--- config.mk ---
export PLATFORM = sky130hd
export DESIGN_NAME = fifo_with_remove_at_index_unit
export DESIGN_NICKNAME = d
export VERILOG_FILES = /design/src/rtl/fwr_pkg.sv /design/src/rtl/fifo_with_remove_at_index_unit.sv /design/src/rtl/fwr_cell.sv
export SDC_FILE = /design/constraint.sdc
export NUM_CORES = 1
export LEC_CHECK = 0
export ABC_AREA = 1
export BUFFER_PORTS_ARGS = -buffer_cell sky130_fd_sc_hd__buf_4
export CAP_MARGIN = 20
export CORE_MARGIN = 3
export CORE_UTILIZATION = 35
export DETAILED_ROUTE_END_ITERATION = 8
export SLEW_MARGIN = 15
export SYNTH_ARGS = -nofsm -noshare
export SYNTH_HDL_FRONTEND = slang
export SYNTH_SLANG_ARGS = --single-unit
--- constraint.sdc ---
create_clock -name aclk -period 9.32 [get_ports aclk]
set_input_delay 2.33 -clock aclk [delete_from_list [all_inputs] [get_ports aclk]]
set_output_delay 2.33 -clock aclk [all_outputs]
set_load 0.005 [all_outputs]
--- src/rtl/fwr_pkg.sv ---
// Shared constants, operation codes and cell control type for the removable queue.
package fwr_pkg;

    localparam int DEPTH      = 16;
    localparam int DATA_WIDTH = 32;
    localparam int IDX_W      = $clog2(DEPTH);
    localparam int CNT_W      = $clog2(DEPTH + 1);
    localparam int MODE_W     = 2;
    localparam int POS_W      = 4;
    localparam int OUT_CNT_W  = 5;

    // Operation selected by an input transfer
    typedef enum logic [MODE_W-1:0] {
        MODE_ENQ    = 2'd0,
        MODE_DEQ    = 2'd1,
        MODE_REMOVE = 2'd2,
        MODE_PEEK   = 2'd3
    } mode_t;

    // Per-cycle command broadcast to every cell of the chain
    typedef struct packed {
        logic             wr_en;
        logic [IDX_W-1:0] wr_idx;
        logic             rm_en;
        logic [IDX_W-1:0] rm_idx;
    } cell_ctrl_t;

endpackage

--- src/rtl/fifo_with_remove_at_index_unit.sv ---
// An input transfer's result is registered and appears on the master side in the cycle after it is accepted.
// Throughput: one item per cycle while results are taken; every operation, including a removal that closes
// the gap, completes in a single shift step of the cell chain.
// A new item is taken while a finished result waits, as long as that result leaves.
// Reset (aresetn low, synchronous) empties the queue and drops any pending result;
// the cell contents are not cleared and are never read before being written.
module fifo_with_remove_at_index_unit (
    input  logic        aclk,
    input  logic        aresetn,
    input  logic        s_tvalid,
    output logic        s_tready,
    // tdata: data_in [31:0], position [35:32], zero pad [39:36]
    input  logic [39:0] s_tdata,
    // tuser: mode [1:0]
    input  logic [1:0]  s_tuser,
    output logic        m_tvalid,
    input  logic        m_tready,
    // tdata: data_out [31:0], found [32], overflow [33], occupancy [38:34], is_empty [39]
    output logic [39:0] m_tdata
);

    localparam int DEPTH = fwr_pkg::DEPTH;
    localparam int DW    = fwr_pkg::DATA_WIDTH;
    localparam int IW    = fwr_pkg::IDX_W;
    localparam int CW    = fwr_pkg::CNT_W;

    fwr_pkg::mode_t                 mode;
    logic [DW-1:0]                  data_in;
    logic [fwr_pkg::POS_W-1:0]      position;
    logic                           s_accept;

    logic [CW-1:0]                  fill_count_reg;
    logic [CW-1:0]                  fill_count_next;
    logic                           m_valid_reg;
    logic                           m_valid_next;
    logic [DW-1:0]                  data_out_reg;
    logic [DW-1:0]                  data_out_next;
    logic                           found_reg;
    logic                           found_next;
    logic                           overflow_reg;
    logic                           overflow_next;
    logic [CW-1:0]                  occ_reg;

    fwr_pkg::cell_ctrl_t            ctrl;
    logic [IW-1:0]                  rd_idx;
    logic [DW-1:0]                  slot_q [DEPTH];
    logic                           is_full;
    logic                           is_nonempty;
    logic                           pos_hit;

    // Unpack the input transfer
    assign mode     = fwr_pkg::mode_t'(s_tuser);
    assign data_in  = s_tdata[DW-1:0];
    assign position = s_tdata[DW +: fwr_pkg::POS_W];

    // Accept whenever the output register is free or being emptied
    assign s_tready = !m_valid_reg || m_tready;
    assign s_accept = s_tvalid && s_tready;

    assign is_full     = (fill_count_reg >= CW'(DEPTH));
    assign is_nonempty = (fill_count_reg != '0);
    assign pos_hit     = (CW'(position) < fill_count_reg);

    // Decode the operation into a chain command and the result fields
    always_comb begin
        ctrl            = '0;
        ctrl.wr_idx     = fill_count_reg[IW-1:0];
        ctrl.rm_idx     = '0;
        rd_idx          = '0;
        fill_count_next = fill_count_reg;
        found_next      = 1'b0;
        overflow_next   = 1'b0;
        unique case (mode)
            fwr_pkg::MODE_ENQ: begin
                if (is_full) begin
                    overflow_next = 1'b1;
                end else begin
                    ctrl.wr_en      = s_accept;
                    fill_count_next = fill_count_reg + CW'(1);
                end
            end
            fwr_pkg::MODE_DEQ: begin
                if (is_nonempty) begin
                    ctrl.rm_en      = s_accept;
                    found_next      = 1'b1;
                    fill_count_next = fill_count_reg - CW'(1);
                end
            end
            fwr_pkg::MODE_REMOVE: begin
                rd_idx      = position[IW-1:0];
                ctrl.rm_idx = position[IW-1:0];
                if (pos_hit) begin
                    ctrl.rm_en      = s_accept;
                    found_next      = 1'b1;
                    fill_count_next = fill_count_reg - CW'(1);
                end
            end
            fwr_pkg::MODE_PEEK: begin
                found_next = is_nonempty;
            end
            default: begin
                found_next = 1'b0;
            end
        endcase
        data_out_next = found_next ? slot_q[rd_idx] : '0;
    end

    // Row of cells, each fed by its upper neighbour; the top cell is fed zeros
    for (genvar i = 0; i < DEPTH; i++) begin : g_cell
        logic [DW-1:0] upper;
        if (i == DEPTH - 1) begin : g_top
            assign upper = '0;
        end else begin : g_mid
            assign upper = slot_q[i+1];
        end
        fwr_cell u_cell (
            .aclk       (aclk),
            .ctrl       (ctrl),
            .cell_idx   (IW'(i)),
            .wr_data    (data_in),
            .upper_data (upper),
            .slot_q     (slot_q[i])
        );
    end

    // Output valid: set on accept, drop when taken
    always_comb begin
        m_valid_next = m_valid_reg;
        if (s_accept) begin
            m_valid_next = 1'b1;
        end else if (m_tready) begin
            m_valid_next = 1'b0;
        end
    end

    // Control state
    always_ff @(posedge aclk) begin
        if (!aresetn) begin
            fill_count_reg <= '0;
            m_valid_reg    <= 1'b0;
        end else begin
            m_valid_reg <= m_valid_next;
            if (s_accept) begin
                fill_count_reg <= fill_count_next;
            end
        end
    end

    // Hold the result payload until the next accepted item
    always_ff @(posedge aclk) begin
        if (s_accept) begin
            data_out_reg <= data_out_next;
            found_reg    <= found_next;
            overflow_reg <= overflow_next;
            occ_reg      <= fill_count_next;
        end
    end

    assign m_tvalid = m_valid_reg;
    assign m_tdata  = {(occ_reg == '0),
                       fwr_pkg::OUT_CNT_W'(occ_reg),
                       overflow_reg,
                       found_reg,
                       data_out_reg};

    // Occupancy never exceeds the capacity
    a_fill_bound: assert property (@(posedge aclk) disable iff (!aresetn)
        fill_count_reg <= CW'(DEPTH))
        else $error("fill count above capacity");

    // A pending result always reports the current occupancy
    a_occ_match: assert property (@(posedge aclk) disable iff (!aresetn)
        m_valid_reg |-> (occ_reg == fill_count_reg))
        else $error("reported occupancy differs from fill count");

    // A result never claims both a hit and a dropped append
    a_flags_excl: assert property (@(posedge aclk) disable iff (!aresetn)
        m_valid_reg |-> !(found_reg && overflow_reg))
        else $error("found and overflow both set");

    // An append to a non-full queue grows it by one
    a_enq_grow: assert property (@(posedge aclk) disable iff (!aresetn)
        (s_accept && (mode == fwr_pkg::MODE_ENQ) && !is_full)
        |=> (fill_count_reg == $past(fill_count_reg) + CW'(1)))
        else $error("append did not advance fill count");

endmodule

--- src/rtl/fwr_cell.sv ---
// One storage cell of the queue chain: loads a new word or takes its neighbour's word.
module fwr_cell (
    input  logic                            aclk,
    input  fwr_pkg::cell_ctrl_t             ctrl,
    input  logic [fwr_pkg::IDX_W-1:0]       cell_idx,
    input  logic [fwr_pkg::DATA_WIDTH-1:0]  wr_data,
    input  logic [fwr_pkg::DATA_WIDTH-1:0]  upper_data,
    output logic [fwr_pkg::DATA_WIDTH-1:0]  slot_q
);

    logic [fwr_pkg::DATA_WIDTH-1:0] slot_reg;
    logic [fwr_pkg::DATA_WIDTH-1:0] slot_next;

    // Shift down when at or above the removed place, else load on a matching append
    always_comb begin
        slot_next = slot_reg;
        if (ctrl.rm_en && (cell_idx >= ctrl.rm_idx)) begin
            slot_next = upper_data;
        end else if (ctrl.wr_en && (cell_idx == ctrl.wr_idx)) begin
            slot_next = wr_data;
        end
    end

    // Payload only: no reset
    always_ff @(posedge aclk) begin
        slot_reg <= slot_next;
    end

    assign slot_q = slot_reg;

endmodule

# Yosys cells after proc, flatten, opt, wreduce, memory -nomap -nowiden
# Cells that the tools add are included.
# word_totals
inputBits	46
latchBits	0
reg_bits	557
out_inout_bits	42
elab_cells	166
rom_bits	0
ramBits	0
n_memories	0
# op_classes
bitwise	1
magnitude_cmp	19
muxes	49
n_addsub	2
n_div	0
n_mul	0
eq_ne	18
reduce_logical	55
n_shift	0
# op_table
cell	n
$mux 32	32
$bmux 32 s4	1
$logic_and 1x1->1	33
$eq 4x4->1 const A	8
$ge 4x4->1 const A	8
$reduce_bool 2->1	16
$eq 3x4->1 const A	4
$ge 3x4->1 const A	4
$mux 5	3
$pmux 5 s3	1
$ge 5x5->1 const B	2
$mux 1	9
$eq 2x4->1 const A	2
$ge 1x4->1 const A	2
$ge 2x4->1 const A	2
$add 5x1->5 const B	1
$logic_not 5->1	1
$lt 4x5->1	1
$not 4->5	1
$reduce_bool 5->1	1
$sub 5x1->5 const B	1
$eq 1x4->1 const A	1
$eq 2x2->1 const B	2
$logic_not 4->1	1
other kinds (7)	7

# Depth between registers and ports, before layout
# logic_depth
depth_word	8
depth_mapped	16
depth_no_buf	13

# Cells and area by module
# A second synthesis with hierarchy kept.
# unflattened
hier_cells	3932
hier_area_um2	32672.6
# modules_own_cells
module	instances	cells_per_inst	area_each_um2	seq_area_each_um2
fwr_cell	16	171	1625.3	960.9
fifo_with_remove_at_index_unit	1	1196	6667.6	1291.2

# Least setup slack after synthesis
# Ideal clock, no wire load.
# synth_timing
path_kind	input-to-reg
start	input port s_tuser[0]
end	register g_cell[10].u_cell.slot_reg, in the netlist g_cell[10].u_cell.slot_q[0], enable pin
t_required_ns	8.854
path_buffers	1
t_arrival_ns	5.663
slack_ns	3.191
stages	9
setup_time_ns	0.466
path_cell_list	inv_1 -> ha_1 -> inv_1 -> nor2_1 -> inv_1 -> nor2_1 -> clkbuf_1 -> nand3_1 -> o21ai_0
# synth_via
elab_chain_cells	5
elab_cells_between_ends	10
classes_between	order compare (1); eq/ne (2); mux (3); reduce/logical (4)
# synth_lines
element	line	rtl
start, declared	fifo_with_remove_at_index_unit.sv:15	input logic [1:0] s_tuser,
$eq 2x2->1	fifo_with_remove_at_index_unit.sv:73	unique case (mode)
$mux 4	fifo_with_remove_at_index_unit.sv:73	
$ge 4x4->1	fwr_cell.sv:17	if (ctrl.rm_en && (cell_idx >= ctrl.rm_idx)) begin
$logic_and 1x1->1	fwr_cell.sv:17	
$reduce_bool 2->1 (no source line) *	-	
end signal, assigned	fwr_cell.sv:26	slot_reg <= slot_next;
end, declared	fwr_cell.sv:11	logic [fwr_pkg::DATA_WIDTH-1:0] slot_reg;
# Mark *: on every way between the ends. The rest lies on a longest branch, timed or not.
# A chain may end at the register's enable or synchronous reset.

# Worst setup path in the final report
# layout_timing
start	input port s_tuser[0]
end	register g_cell[6].u_cell.slot_reg, in the netlist g_cell[6].u_cell.slot_q[20], enable pin
# layout_via
elab_chain_cells	5
elab_cells_between_ends	10
classes_between	order compare (1); eq/ne (2); mux (3); reduce/logical (4)
# layout_lines
element	line
$eq 2x2->1	fifo_with_remove_at_index_unit.sv:73
$mux 4	fifo_with_remove_at_index_unit.sv:73
$ge 3x4->1	fwr_cell.sv:17
$logic_and 1x1->1	fwr_cell.sv:17
$reduce_bool 2->1 (no source line) *	-
end signal, assigned	fwr_cell.sv:26
end, declared	fwr_cell.sv:11
# Marked as above.

==> metrics.cfg <==
[critical_path]
cp-end-kind = flop
slowest_delay_ns = 0.60
worst-endpoint-required_ns = 9.58
slowest_stage = sky130_fd_sc_hd__nand2_4
critPathMaxFanout = 65
critical_path.most_common_cell = sky130_fd_sc_hd__buf_4
critPathLaunchType = input port
timing.setup.critical_path_class = input port to flop
worstPathCellList = buf_4, inv_1, ha_1, nand2_2, buf_4, inv_4, a21oi_1, nand2_4, o21ai_4, buf_4
cp.arrival_ns = 6.23

[synthesis]
yosysTopAreaCell = sky130_fd_sc_hd__edfxtp_1
synth_seq_area_share_pct = 58.5
ys_ff_latch = 557
synth_area_per_cell_um2 = 9.21
synth.distinct_cells = 36
synth_top_area_share_pct = 55.7
synth.net_count = 3093
ys_top_cells_by_area = sky130_fd_sc_hd__edfxtp_1 56%, sky130_fd_sc_hd__nor2_1 8.3%, sky130_fd_sc_hd__o21ai_0 7.2%
postSynthCellCount = 3035
post_synth_instance_area_um2 = 28000
synth-warning-count = 0

[timing]
setup_viol = 0
finalHoldViolations = 0
layout_min_cycle_time_ns = 5.97
final_max_tran_viols = 0
finalClockSkew_ns = 0.0265
tightest_slew_ns = 1.11
post-route-worst-setup-slack_ns = 3.35
rsz0062_at_grt = false
fmax_ghz = 0.167
timing.final.crit_share_pct = 64.1
slew-limit-headroom_pct = 25.9
finalSetupTns_ns = 0

[cells_and_area]
postLayoutCoreUtil_pct = 39.3
design.final.nets = 3013
highest_count_cells_in_the_layout_ignoring_fill_and_taps = 617 x sky130_fd_sc_hd__nor2_1, 519 x sky130_fd_sc_hd__edfxtp_1, 395 x sky130_fd_sc_hd__nand2_1, 391 x sky130_fd_sc_hd__o21ai_0, 377 x sky130_fd_sc_hd__a21oi_1
most_frequent_standard_cell_in_the_layout_excluding_fill_and_tap_cells = sky130_fd_sc_hd__nor2_1
drive_above_1_share_pct = 9.42
areaGrowthSynthToFinish_pct = 11.1
largest_reg_flops = 512

[clock_network]
ctsLongestPathBuffers = 3
clock_tree.htree_level_count = 2
postCtsSetupBuffers = 0
tritoncts = built
cts_hold_repair.buffers = 0
post_cts.resized_instances = 0
clk_root_buffer_cell = sky130_fd_sc_hd__clkbuf_16
clk_transition_reported_paths_ns = 0.06
cts-buffers-inserted = 58
tritoncts_num_sinks = 557
clock_insertion_delay_worst_skew_ns = 0.64

[routing]
num_vias = 22400
drt_drc_violations_left = 0
ant_nets = 0
totalWireLength_um = 89600
via_per_inst = 5.53
detail_route.iter0.violations = 2543
detail_route.wl_per_cell_um = 22.1
detail_route.first_pass.iterations = 5

[place]
setup_slack_at_placement_ns = 2.78
dp_hpwl_um = 47300
gpl.final_weighted_congestion = 0.832
io_buffers = 83

[floorplan]
top_level_ports = 88
die_x_um = 289
floorplan.die.height_um = 289
die-area_um2 = 83300
placeableCoreArea_um2 = 79000
initial_core_util_pct = 35.4
rows = 103

[run]
maxCapViolations = 0

[grt]
grt_remaining_overflow = 0
grt_pass1_wl_um = 133000
antenna_found_initial = 3
grt_start_max_net_pins = 190
via_count_of_the_first_global_routing_pass = 20700
grt_util_all_layers_pct = 21.1

[power_and_ir_drop]
power.static_leakage_nw = 10.7
pwr_per_cell_area_nw_per_um2 = 191
irDropWorstVdd_mv = 0.140

[run_status]
run_status = finished clean

[hold_path]
holdCritPathClass = flop to flop

-- routing by layer --
metal / part of all wire, % / wire [µm] / track usage [%]
met5: 0.015 / 13 / 0
met2: 45 / 40300 / 33.4
met1: 43 / 38600 / 29.9
met3: 9.4 / 8460 / 3.62
met4: 2.4 / 2170 / 5.38
-- cell type report --
cell class / instances / area (µm²)
flip-flops and latches: 557 / 16300
inverters: 104 / 403
fillers: 7919 / 47900
repair buffers: 126 / 958
clock buffers: 85 / 1650
clock inverters: 24 / 260
multi-input cells: 2108 / 10100
diodes: 1 / 2.50
well taps: 1050 / 1310
-- cell usage after synthesis --
| master | count |
|---|---|
| sky130_fd_sc_hd__nand3_1 | 81 |
| sky130_fd_sc_hd__buf_2 | 63 |
| sky130_fd_sc_hd__a21oi_2 | 18 |
| sky130_fd_sc_hd__o21ai_0 | 400 |
| sky130_fd_sc_hd__a311oi_1 | 1 |
| sky130_fd_sc_hd__buf_4 | 14 |
| sky130_fd_sc_hd__o22ai_1 | 35 |
| sky130_fd_sc_hd__edfxtp_1 | 519 |
| sky130_fd_sc_hd__xor2_1 | 2 |
| sky130_fd_sc_hd__nor3_2 | 1 |
| sky130_fd_sc_hd__inv_4 | 1 |
| sky130_fd_sc_hd__inv_1 | 98 |
| sky130_fd_sc_hd__o21ai_1 | 3 |
| sky130_fd_sc_hd__dfxtp_1 | 38 |
| sky130_fd_sc_hd__o21bai_1 | 3 |
| sky130_fd_sc_hd__nor2_2 | 3 |
| sky130_fd_sc_hd__buf_6 | 28 |
| sky130_fd_sc_hd__nor2_4 | 2 |
| sky130_fd_sc_hd__nand2_8 | 1 |
| sky130_fd_sc_hd__nand2_2 | 3 |
| sky130_fd_sc_hd__a21oi_1 | 379 |
| sky130_fd_sc_hd__nor3_1 | 1 |
| sky130_fd_sc_hd__clkbuf_1 | 146 |
| sky130_fd_sc_hd__ha_1 | 12 |
| sky130_fd_sc_hd__buf_8 | 1 |
| sky130_fd_sc_hd__clkinv_1 | 3 |
| sky130_fd_sc_hd__nor3b_1 | 1 |
| sky130_fd_sc_hd__nand2_4 | 6 |
| sky130_fd_sc_hd__nor2_1 | 619 |
| sky130_fd_sc_hd__clkbuf_2 | 1 |
| sky130_fd_sc_hd__inv_2 | 2 |
| sky130_fd_sc_hd__o211ai_1 | 97 |
| sky130_fd_sc_hd__nand2_1 | 403 |
| sky130_fd_sc_hd__nand4_2 | 1 |
| sky130_fd_sc_hd__nand4_1 | 36 |
| sky130_fd_sc_hd__buf_1 | 13 |
-- through the flow --
step	hold WS (ns)	cell area, µm²	std cells	power (W)
global route	0.497	31100	4054	0.00613
global placement	0.468	29200	3945	0.00360
CTS	0.477	31100	4054	0.00595
finish	0.479	31100	4055	0.00592
detailed placement	0.466	29200	3945	0.00361
floorplan	0.455	28000	3035	0.00337
-- logic make-up (layout without fill, tap and decap cells) --
logic type / Yosys count / in the layout / share of synthesized area, %
xor+xnor: 2 / 2 / 0.0627
fa+ha+maj: 12 / 12 / 0.537
flops: 557 / 557 / 58.5
compound gates: 936 / 936 / 18.1
buf+inv: 370 / 339 / 6.24
other cells: 0 / 1 / 0
simple gates: 1158 / 1158 / 16.6
-- report_power, final --
group	total [W]	switching, W	internal (W)
clock	0.00236	0.000993	0.00136
sequential	0.00292	0.0000437	0.00287
combinational	0.000646	0.000466	0.000180
-- worst max-delay path: cells and delay by family --
| kind | cells | cell delay, ns |
|---|---|---|
| AOI/OAI and AO/OA | 2 | 0.88 |
| adders and majority gates | 1 | 0.35 |
| buffers and inverters | 5 | 1.55 |
| and+or+nand+nor | 2 | 1.04 |
-- worst paths after layout --
path | slack (ns) | from | end | cells after the start
worst max-delay path | 3.35 | s_tuser[0] | g_cell[6].u_cell.slot_q[20] | 10
worst min-delay path | 0.48 | g_cell[15].u_cell.slot_q[0] | g_cell[15].u_cell.slot_q[0] | 2
worst max register to register | 4.57 | fill_count_reg[2] | g_cell[13].u_cell.slot_q[18] | 13
worst min register to register | 0.48 | g_cell[15].u_cell.slot_q[0] | g_cell[15].u_cell.slot_q[0] | 2
No activity file was read; power rests on OpenSTA's default activity.
